===== config.mk =====
export PLATFORM = sky130hd
export DESIGN_NAME = hsv_to_rgb_converter
export DESIGN_NICKNAME = d
export VERILOG_FILES = /design/src/sv/hsv_pkg.sv /design/src/sv/hsv_to_rgb_converter.sv /design/src/sv/hsv_hue.sv /design/src/sv/hsv_chan.sv /design/src/sv/hsv_fix.sv
export SDC_FILE = /design/constraint.sdc
export NUM_CORES = 2
export LEC_CHECK = 0
export ABC_AREA = 1
export BUFFER_PORTS_ARGS = -buffer_cell sky130_fd_sc_hd__buf_2
export CAP_MARGIN = 20
export CORE_MARGIN = 2
export CORE_UTILIZATION = 70
export CTS_CLUSTER_DIAMETER = 200
export DETAILED_ROUTE_END_ITERATION = 10
export GPL_ROUTABILITY_DRIVEN = 1
export PLACE_DENSITY = 0.92
export SYNTH_ARGS = -nofsm -noshare
export SYNTH_HDL_FRONTEND = slang
export SYNTH_SLANG_ARGS = --single-unit
export TNS_END_PERCENT = 30

===== constraint.sdc =====
create_clock -name clk_i -period 32.3 [get_ports clk_i]
set_input_delay 4.845 -clock clk_i [delete_from_list [all_inputs] [get_ports clk_i]]
set_output_delay 4.845 -clock clk_i [all_outputs]
set_load 0.01 [all_outputs]

===== src/sv/hsv_pkg.sv =====
// ----------------------------------------------------------------------------
// hsv_pkg
// Shared widths, constants, types and helpers of the hsv to rgb converter.
// ----------------------------------------------------------------------------
package hsv_pkg;

  localparam int unsigned HUE_W  = 16;
  localparam int unsigned PCT_IN_W = 8;
  localparam int unsigned PCT_W  = 7;   // clamped percent, 0..100
  localparam int unsigned HH_W   = 9;   // folded hue, 0..359
  localparam int unsigned SECT_W = 3;   // sector, 0..5
  localparam int unsigned REM_W  = 6;   // degrees inside a sector, 0..59
  localparam int unsigned TERM_W = 13;  // factor terms, 0..6000
  localparam int unsigned NUM_W  = 20;  // channel numerator over 600000
  localparam int unsigned CH_W   = 13;  // output channel width
  localparam int unsigned NUM_CH = 4;

  localparam int unsigned PCT_MAX   = 100;
  localparam int unsigned DEG_FULL  = 360;
  localparam int unsigned DEG_SECT  = 60;
  localparam int unsigned UNIT_TERM = 6000;  // 100 percent times 60 degrees

  // 2^24 / 360 rounded down, quotient estimate is exact or one low
  localparam int unsigned  HUE_SHIFT = 24;
  localparam logic [15:0]  HUE_RECIP = 16'd46603;

  // channel slots of the numerator bundle
  localparam int unsigned CH_RED   = 0;
  localparam int unsigned CH_GREEN = 1;
  localparam int unsigned CH_BLUE  = 2;
  localparam int unsigned CH_ALPHA = 3;

  typedef struct packed {
    logic             gray;
    logic [PCT_W-1:0] s;
    logic [PCT_W-1:0] v;
    logic [PCT_W-1:0] a;
  } hsv_pct_t;

  typedef struct packed {
    hsv_pct_t          pct;
    logic [SECT_W-1:0] sec;
    logic [REM_W-1:0]  rem;
  } hsv_sect_t;

  typedef logic [NUM_CH-1:0][NUM_W-1:0] hsv_num_t;

  function automatic logic [PCT_W-1:0] clamp_pct(input logic signed [PCT_IN_W-1:0] x);
    logic [PCT_W-1:0] res;
    if (x < 0) begin
      res = '0;
    end else if (x > PCT_IN_W'(PCT_MAX)) begin
      res = PCT_W'(PCT_MAX);
    end else begin
      res = PCT_W'(x);
    end
    return res;
  endfunction

endpackage


===== src/sv/hsv_to_rgb_converter.sv =====
// ----------------------------------------------------------------------------
// hsv_to_rgb_converter
// HSV with alpha to RGB with alpha as rounded fixed-point fractions.
// ----------------------------------------------------------------------------
// throughput: one item per cycle while stall_i is low, set by the ten-stage pipeline
// stalled stages hold; bubbles close up so input is taken while output waits
// reset clears the stage valid bits only, datapath registers are not reset
module hsv_to_rgb_converter import hsv_pkg::*; #(
  parameter int unsigned FRAC_BITS = 12
) (
  input  logic                       clk_i,
  input  logic                       rst_ni,
  input  logic                       valid_i,
  output logic                       stall_o,
  input  logic signed [HUE_W-1:0]    hue_i,
  input  logic signed [PCT_IN_W-1:0] saturation_i,
  input  logic signed [PCT_IN_W-1:0] brightness_i,
  input  logic signed [PCT_IN_W-1:0] opacity_i,
  output logic                       valid_o,
  input  logic                       stall_i,
  output logic [CH_W-1:0]            red_o,
  output logic [CH_W-1:0]            green_o,
  output logic [CH_W-1:0]            blue_o,
  output logic [CH_W-1:0]            alpha_out_o
);

  localparam int unsigned NS      = 10;
  localparam int unsigned FIX_ONE = 1 << FRAC_BITS;

  logic [NS-1:0] v_q, v_d, adv;
  hsv_sect_t     sect;
  hsv_num_t      num;
  logic [NUM_CH-1:0][CH_W-1:0] fix;

  // a stage moves when it is empty or the next one moves
  always_comb begin
    adv[NS-1] = !v_q[NS-1] || !stall_i;
    for (int k = NS - 2; k >= 0; k--) begin
      adv[k] = !v_q[k] || adv[k+1];
    end
    v_d = ({v_q[NS-2:0], valid_i} & adv) | (v_q & ~adv);
  end

  always_ff @(posedge clk_i or negedge rst_ni) begin
    if (!rst_ni) begin
      v_q <= '0;
    end else begin
      v_q <= v_d;
    end
  end

  assign stall_o = !adv[0];
  assign valid_o = v_q[NS-1];

  hsv_hue u_hue (
    .clk_i        (clk_i),
    .en_i         (adv[3:0]),
    .hue_i        (hue_i),
    .saturation_i (saturation_i),
    .brightness_i (brightness_i),
    .opacity_i    (opacity_i),
    .sect_o       (sect)
  );

  hsv_chan u_chan (
    .clk_i  (clk_i),
    .en_i   (adv[5:4]),
    .sect_i (sect),
    .num_o  (num)
  );

  for (genvar c = 0; c < NUM_CH; c++) begin : g_fix
    hsv_fix #(
      .FRAC_BITS (FRAC_BITS)
    ) u_fix (
      .clk_i (clk_i),
      .en_i  (adv[9:6]),
      .num_i (num[c]),
      .fix_o (fix[c])
    );
  end

  assign red_o       = fix[CH_RED];
  assign green_o     = fix[CH_GREEN];
  assign blue_o      = fix[CH_BLUE];
  assign alpha_out_o = fix[CH_ALPHA];

`ifndef SYNTHESIS
  // items in flight change only by what enters and leaves
  a_item_count: assert property (@(posedge clk_i) disable iff (!rst_ni)
    $past(rst_ni) |-> $countones(v_q) == $past($countones(v_q))
      + int'($past(valid_i && !stall_o)) - int'($past(valid_o && !stall_i)))
    else $error("pipeline lost or duplicated an item");

  a_stall_head: assert property (@(posedge clk_i) disable iff (!rst_ni)
    stall_o |-> v_q[0])
    else $error("input stalled with an empty first stage");

  a_sector: assert property (@(posedge clk_i) disable iff (!rst_ni)
    v_q[3] |-> (sect.sec <= SECT_W'(5)) && (sect.rem < REM_W'(DEG_SECT)))
    else $error("hue fold out of range");

  a_unit: assert property (@(posedge clk_i) disable iff (!rst_ni)
    valid_o |-> (32'(red_o) <= FIX_ONE) && (32'(green_o) <= FIX_ONE)
      && (32'(blue_o) <= FIX_ONE) && (32'(alpha_out_o) <= FIX_ONE))
    else $error("channel above one");
`endif

endmodule


===== src/sv/hsv_hue.sv =====
// ----------------------------------------------------------------------------
// hsv_hue
// Clamps the percent inputs and folds the hue into a sector and an offset.
// ----------------------------------------------------------------------------
module hsv_hue import hsv_pkg::*; (
  input  logic                       clk_i,
  input  logic [3:0]                 en_i,
  input  logic signed [HUE_W-1:0]    hue_i,
  input  logic signed [PCT_IN_W-1:0] saturation_i,
  input  logic signed [PCT_IN_W-1:0] brightness_i,
  input  logic signed [PCT_IN_W-1:0] opacity_i,
  output hsv_sect_t                  sect_o
);

  logic [HUE_W-1:0]    habs_d, habs_q, habs2_q;
  hsv_pct_t            pct_d, pct1_q, pct2_q, pct3_q;
  logic [31:0]         prod_q;
  logic [7:0]          quot;
  logic [HUE_W:0]      diff;
  logic [HH_W-1:0]     hh_d, hh_q;
  hsv_sect_t           sect_d, sect_q;

  // stage 1: magnitude of the hue, clamped percents
  always_comb begin
    habs_d     = hue_i[HUE_W-1] ? (~HUE_W'(hue_i) + HUE_W'(1)) : HUE_W'(hue_i);
    pct_d.gray = saturation_i[PCT_IN_W-1] || (saturation_i == '0);
    pct_d.s    = clamp_pct(saturation_i);
    pct_d.v    = clamp_pct(brightness_i);
    pct_d.a    = clamp_pct(opacity_i);
  end

  always_ff @(posedge clk_i) begin
    if (en_i[0]) begin
      habs_q <= habs_d;
      pct1_q <= pct_d;
    end
  end

  // stage 2: reciprocal multiply for the quotient by 360
  always_ff @(posedge clk_i) begin
    if (en_i[1]) begin
      prod_q  <= 32'(habs_q) * 32'(HUE_RECIP);
      habs2_q <= habs_q;
      pct2_q  <= pct1_q;
    end
  end

  // stage 3: remainder with one correction step
  always_comb begin
    quot = prod_q[HUE_SHIFT+7:HUE_SHIFT];
    diff = (HUE_W+1)'(habs2_q) - (HUE_W+1)'(quot) * (HUE_W+1)'(DEG_FULL);
    if (diff >= (HUE_W+1)'(DEG_FULL)) begin
      hh_d = HH_W'(diff - (HUE_W+1)'(DEG_FULL));
    end else begin
      hh_d = HH_W'(diff);
    end
  end

  always_ff @(posedge clk_i) begin
    if (en_i[2]) begin
      hh_q   <= hh_d;
      pct3_q <= pct2_q;
    end
  end

  // stage 4: sector and offset inside the sector
  always_comb begin
    sect_d.pct = pct3_q;
    priority if (hh_q >= HH_W'(5 * DEG_SECT)) begin
      sect_d.sec = SECT_W'(5);
      sect_d.rem = REM_W'(hh_q - HH_W'(5 * DEG_SECT));
    end else if (hh_q >= HH_W'(4 * DEG_SECT)) begin
      sect_d.sec = SECT_W'(4);
      sect_d.rem = REM_W'(hh_q - HH_W'(4 * DEG_SECT));
    end else if (hh_q >= HH_W'(3 * DEG_SECT)) begin
      sect_d.sec = SECT_W'(3);
      sect_d.rem = REM_W'(hh_q - HH_W'(3 * DEG_SECT));
    end else if (hh_q >= HH_W'(2 * DEG_SECT)) begin
      sect_d.sec = SECT_W'(2);
      sect_d.rem = REM_W'(hh_q - HH_W'(2 * DEG_SECT));
    end else if (hh_q >= HH_W'(DEG_SECT)) begin
      sect_d.sec = SECT_W'(1);
      sect_d.rem = REM_W'(hh_q - HH_W'(DEG_SECT));
    end else begin
      sect_d.sec = SECT_W'(0);
      sect_d.rem = REM_W'(hh_q);
    end
  end

  always_ff @(posedge clk_i) begin
    if (en_i[3]) begin
      sect_q <= sect_d;
    end
  end

  assign sect_o = sect_q;

endmodule


===== src/sv/hsv_chan.sv =====
// ----------------------------------------------------------------------------
// hsv_chan
// Forms the p, q and t terms and routes them to the channels by sector.
// ----------------------------------------------------------------------------
module hsv_chan import hsv_pkg::*; (
  input  logic       clk_i,
  input  logic [1:0] en_i,
  input  hsv_sect_t  sect_i,
  output hsv_num_t   num_o
);

  logic [TERM_W-1:0] qf_d, tf_d, pf_d, qf_q, tf_q, pf_q;
  logic [SECT_W-1:0] sec_q;
  hsv_pct_t          pct_q;
  logic [NUM_W-1:0]  vv, pn, qn, tn, vn, an;
  hsv_num_t          num_d, num_q;

  // stage 5: factors of v, each at most 6000
  always_comb begin
    qf_d = TERM_W'(UNIT_TERM) - TERM_W'(sect_i.pct.s) * TERM_W'(sect_i.rem);
    tf_d = TERM_W'(UNIT_TERM) - TERM_W'(sect_i.pct.s)
           * (TERM_W'(DEG_SECT) - TERM_W'(sect_i.rem));
    pf_d = (TERM_W'(PCT_MAX) - TERM_W'(sect_i.pct.s)) * TERM_W'(DEG_SECT);
  end

  always_ff @(posedge clk_i) begin
    if (en_i[0]) begin
      qf_q  <= qf_d;
      tf_q  <= tf_d;
      pf_q  <= pf_d;
      sec_q <= sect_i.sec;
      pct_q <= sect_i.pct;
    end
  end

  // stage 6: scale by v and pick per sector
  always_comb begin
    vv = NUM_W'(pct_q.v);
    pn = vv * NUM_W'(pf_q);
    qn = vv * NUM_W'(qf_q);
    tn = vv * NUM_W'(tf_q);
    vn = vv * NUM_W'(UNIT_TERM);
    an = NUM_W'(pct_q.a) * NUM_W'(UNIT_TERM);
    num_d[CH_ALPHA] = an;
    if (pct_q.gray) begin
      num_d[CH_RED]   = vn;
      num_d[CH_GREEN] = vn;
      num_d[CH_BLUE]  = vn;
    end else begin
      unique case (sec_q)
        3'd0: begin
          num_d[CH_RED] = vn; num_d[CH_GREEN] = tn; num_d[CH_BLUE] = pn;
        end
        3'd1: begin
          num_d[CH_RED] = qn; num_d[CH_GREEN] = vn; num_d[CH_BLUE] = pn;
        end
        3'd2: begin
          num_d[CH_RED] = pn; num_d[CH_GREEN] = vn; num_d[CH_BLUE] = tn;
        end
        3'd3: begin
          num_d[CH_RED] = pn; num_d[CH_GREEN] = qn; num_d[CH_BLUE] = vn;
        end
        3'd4: begin
          num_d[CH_RED] = tn; num_d[CH_GREEN] = pn; num_d[CH_BLUE] = vn;
        end
        default: begin
          num_d[CH_RED] = vn; num_d[CH_GREEN] = pn; num_d[CH_BLUE] = qn;
        end
      endcase
    end
  end

  always_ff @(posedge clk_i) begin
    if (en_i[1]) begin
      num_q <= num_d;
    end
  end

  assign num_o = num_q;

endmodule


===== src/sv/hsv_fix.sv =====
// ----------------------------------------------------------------------------
// hsv_fix
// Rounds a numerator over 600000 to a fixed-point fraction, four stages.
// ----------------------------------------------------------------------------
module hsv_fix import hsv_pkg::*; #(
  parameter int unsigned FRAC_BITS = 12
) (
  input  logic             clk_i,
  input  logic [3:0]       en_i,
  input  logic [NUM_W-1:0] num_i,
  output logic [CH_W-1:0]  fix_o
);

  // 600000 = 64 * 9375: drop six bits, then divide by 9375
  localparam int unsigned FIX_PRE  = 6;
  localparam int unsigned FIX_DIV  = 9375;
  localparam int unsigned FIX_HALF = 300000;
  localparam int unsigned SUM_W    = NUM_W + FRAC_BITS;
  localparam int unsigned YW       = SUM_W - FIX_PRE;
  localparam int unsigned MW       = YW - 13;
  localparam int unsigned PW       = YW + MW;
  localparam int unsigned QW       = FRAC_BITS + 1;
  localparam int unsigned QM_W     = QW + 14;
  localparam logic [MW-1:0] FIX_RECIP = MW'((64'd1 << YW) / 64'd9375);

  logic [SUM_W-1:0] sum;
  logic [YW-1:0]    ys_d, ys_a_q, ys_b_q, ys_c_q;
  logic [PW-1:0]    prod_q;
  logic [QW-1:0]    quot, quot_c_q, quot_d;
  logic [QM_W-1:0]  qm_c_q;
  logic [YW-1:0]    rem;
  logic [CH_W-1:0]  fix_q;

  // stage a: scale and add half of the divisor
  always_comb begin
    sum  = {num_i, {FRAC_BITS{1'b0}}} + SUM_W'(FIX_HALF);
    ys_d = sum[SUM_W-1:FIX_PRE];
  end

  always_ff @(posedge clk_i) begin
    if (en_i[0]) begin
      ys_a_q <= ys_d;
    end
  end

  // stage b: reciprocal multiply
  always_ff @(posedge clk_i) begin
    if (en_i[1]) begin
      prod_q <= PW'(ys_a_q) * PW'(FIX_RECIP);
      ys_b_q <= ys_a_q;
    end
  end

  // stage c: back-multiply the estimate, which is exact or one low
  assign quot = prod_q[YW+QW-1:YW];

  always_ff @(posedge clk_i) begin
    if (en_i[2]) begin
      qm_c_q   <= QM_W'(quot) * QM_W'(FIX_DIV);
      quot_c_q <= quot;
      ys_c_q   <= ys_b_q;
    end
  end

  // stage d: correction, result wraps to the output width
  always_comb begin
    rem = ys_c_q - YW'(qm_c_q);
    if (rem >= YW'(FIX_DIV)) begin
      quot_d = quot_c_q + QW'(1);
    end else begin
      quot_d = quot_c_q;
    end
  end

  always_ff @(posedge clk_i) begin
    if (en_i[3]) begin
      fix_q <= CH_W'(quot_d);
    end
  end

  assign fix_o = fix_q;

endmodule

==> results.cfg <==
[setup_path]
crit_fanout = 91
r2r-start = u_hue.sect_o[1]$_DFFE_PN_
cp-end-kind = primary output
worst-setup-path-type = input pin to primary output
crit_arrival_ps = 9750
crit_required_ps = 27450
critPathLaunch = stall_i
start_kind = input pin

[drt]
vias = 67100
remaining_drc_errors = 0
post_drt_wl_per_cell_um = 18.5
dr.pass1.iters = 9
postRouteAntennaNets = 0
drt_iter0_drc = 5989
drt-total-wl_um = 214000
vias_per_cell = 5.80

[cts]
clk_latency_ps = 720
cts_setup_buffers = 0
cts_buffers = 85
cts_tree = yes
cts.clk_slew.worst_paths_ps = 60
clkSinkCount = 770
htree_levels = 3
hold_buffers = 0
cts_buffer_depth = 3
root_buffer = clkbuf_16
ctsResizeCount = 0

[layout]
num_antenna_cells = 0
fillerInstances = 8180
layout_common_cells = inv_1 (2347), nand2_1 (1791), ha_1 (1163)
fin_nets = 12000
syn2layout_area_growth_pct = 5.97
final_common_cell = inv_1
drive_gt1_share_pct = 3.62

[sta]
max-slew-margin-rel_pct = 29.7
drv_slew = 0
setup_viol = 0
post-route-period-util_pct = 45.2
fmax_ghz = 0.0685
hold_viol = 0
max_slew.worst_pin.slew_ps = 1050
tns_ps = 0
fin_skew_ps = 44.0
layout_min_cycle_time_ps = 14600
rsz0062_at_grt = false

[global_routing]
gr-total-overflow = 0
grt_pass1_wl_um = 351000
grt_antenna_before_repair = 2
grt_pass1_vias = 71000
grt_max_degree = 92
gr-usage-all-layers_pct = 33.7

[synthesis]
synth_top_cell_by_area = edfxtp_1
ys_types = 68
yosys_warnings = 0
synth_top_family_by_area = adder cells
synth_fa_ha_area_share_pct = 39.2
synth_area_leaders = edfxtp_1 (26%), fa_1 (23%), ha_1 (16%)
ys.flop_type = edfxtp_1
synth_xor_area_share_pct = 4.33
synth-simple-area-share_pct = 14.2
synth_edf_count = 760
syn_area_mm2 = 0.0884
synth_compound_area_share_pct = 5.86
yosysSeqAreaShare_pct = 26.1
synth_seq_cells = 770
synthArstFlopShare_pct = 1.30
syn_nets = 11900
netlist.area_leader.share_pct = 25.8
synthMuxAreaShare_pct = 0
synth.avg_cell_area_um2 = 9.12
synth_cells = 9697

[floorplanning]
dieArea_mm2 = 0.129
num_rows = 130
start_util_pct = 70.5
die_x_um = 359
ios = 98
core_area_mm2 = 0.125
die_h_um = 359

[hold_path]
min_from = g_fix[3].u_fix.ys_b_q[17]$_DFFE_PP_
worstHoldPathType = register to register

[placement]
place_congestion = 0.999
port_buffers = 97
hpwl_um = 170000

[outcome]
status = complete, no violations

[flow_run]
drv_cap = 0
-- state kept, by name (all words and copies together), names as in the netlist, 31 cells and up, named ones only --
name	count
g_fix.u_fix.fix_o	52
u_hue.sect_o	31
g_fix.u_fix.ys_c_q	76
u_chan.num_o	76
g_fix.u_fix.ys_b_q	73
g_fix.u_fix.ys_a_q	76
g_fix.u_fix.qm_c_q	104
g_fix.u_fix.quot_c_q	48
g_fix.u_fix.prod_q	55
-- cell usage after synthesis (all sizes together), types with 26 or more instances --
library cell / instances
buf: 26
nand3b: 43
nand3: 393
o21ai: 249
inv: 2359
nor2: 493
clkbuf: 43
nand2: 1808
fa: 1002
edfxtp: 760
xnor2: 145
o21bai: 39
a31oi: 29
ha: 1163
nor3: 93
a21o: 44
nor4: 28
a21oi: 448
xor2: 291
nand4: 79
-- final timing paths --
path | slack, ps | depth (start not counted) | endpoint
max in group asynchronous | 27760 | 1 | asynchronous set/reset pin
max reg2reg | 26530 | 20 | u_chan.tf_q[12]$_DFFE_PN_
min | 390 | 0 | g_fix[3].u_fix.ys_c_q[17]$_DFFE_PP_
min reg2reg | 390 | 0 | g_fix[3].u_fix.ys_c_q[17]$_DFFE_PP_
max | 17700 | 22 | stall_o
min in group asynchronous | 4120 | 1 | asynchronous set/reset pin
-- routing by layer --
metal  global-route usage [%]  vias to the layer above  wire (um)
met4                     14.7                        2      10300
met3                     4.88                      761      15400
met1                     41.5                    32300      81800
met2                     59.2                     3055     106000
met5                        0                        -         13
li1                         -                    31000          -
-- worst max-delay path, cell delays in order --
cell      delay, ps
buf_2           110
nand2_2          50
buf_4           600
nor2_1          240
inv_8           510
nor2_2          100
inv_4           340
nor2_1          130
clkinv_2         80
nor2_2           30
inv_2           380
nor2_1          120
inv_2            70
buf_4           580
nor2_2          100
nand2_1         100
buf_4           370
nor2_2          110
nand2_2          80
buf_4           430
inv_2           110
buf_2           180
-- logic make-up (layout without fill, tap and decap cells) --
kind of cell | Yosys count | after routing
AO/OA/AOI/OAI | 921 | 921
XOR/XNOR | 436 | 436
adder cells (fa/ha/maj) | 2165 | 2165
buffers and inverters | 2428 | 2640
flip-flops | 770 | 770
AND/OR/NAND/NOR | 2977 | 2977
-- cell type report --
class	instances	area (um2)	area share, %
Sequential cell	770	23100	24.6
Clock buffer	101	2250	2.40
Timing Repair Buffer	124	708	0.756
Multi-Input combinational cell	6499	56200	60.0
Clock inverter	56	539	0.576
Tap cell	1650	2060	2.20
Inverter	2359	8870	9.47
-- through the flow --
stage          hold slack, ps  worst slack [ps]  cells  utilization (%)  area (um2)
5_1_grt                   412             17340  11600             74.7       93700
3_3_place_gp              400             17800  11400             72.4       90900
4_1_cts                   399             17650  11600             74.7       93600
3_5_place_dp              405             17660  11400             72.4       90900
6_report                  394             17700  11600             74.7       93700
2_1_floorplan             400             12990   9697                -       88400
Power is left out: the tool's default activity adds up to more than one toggle a clock period on the data nets, which glitch-free logic cannot reach.
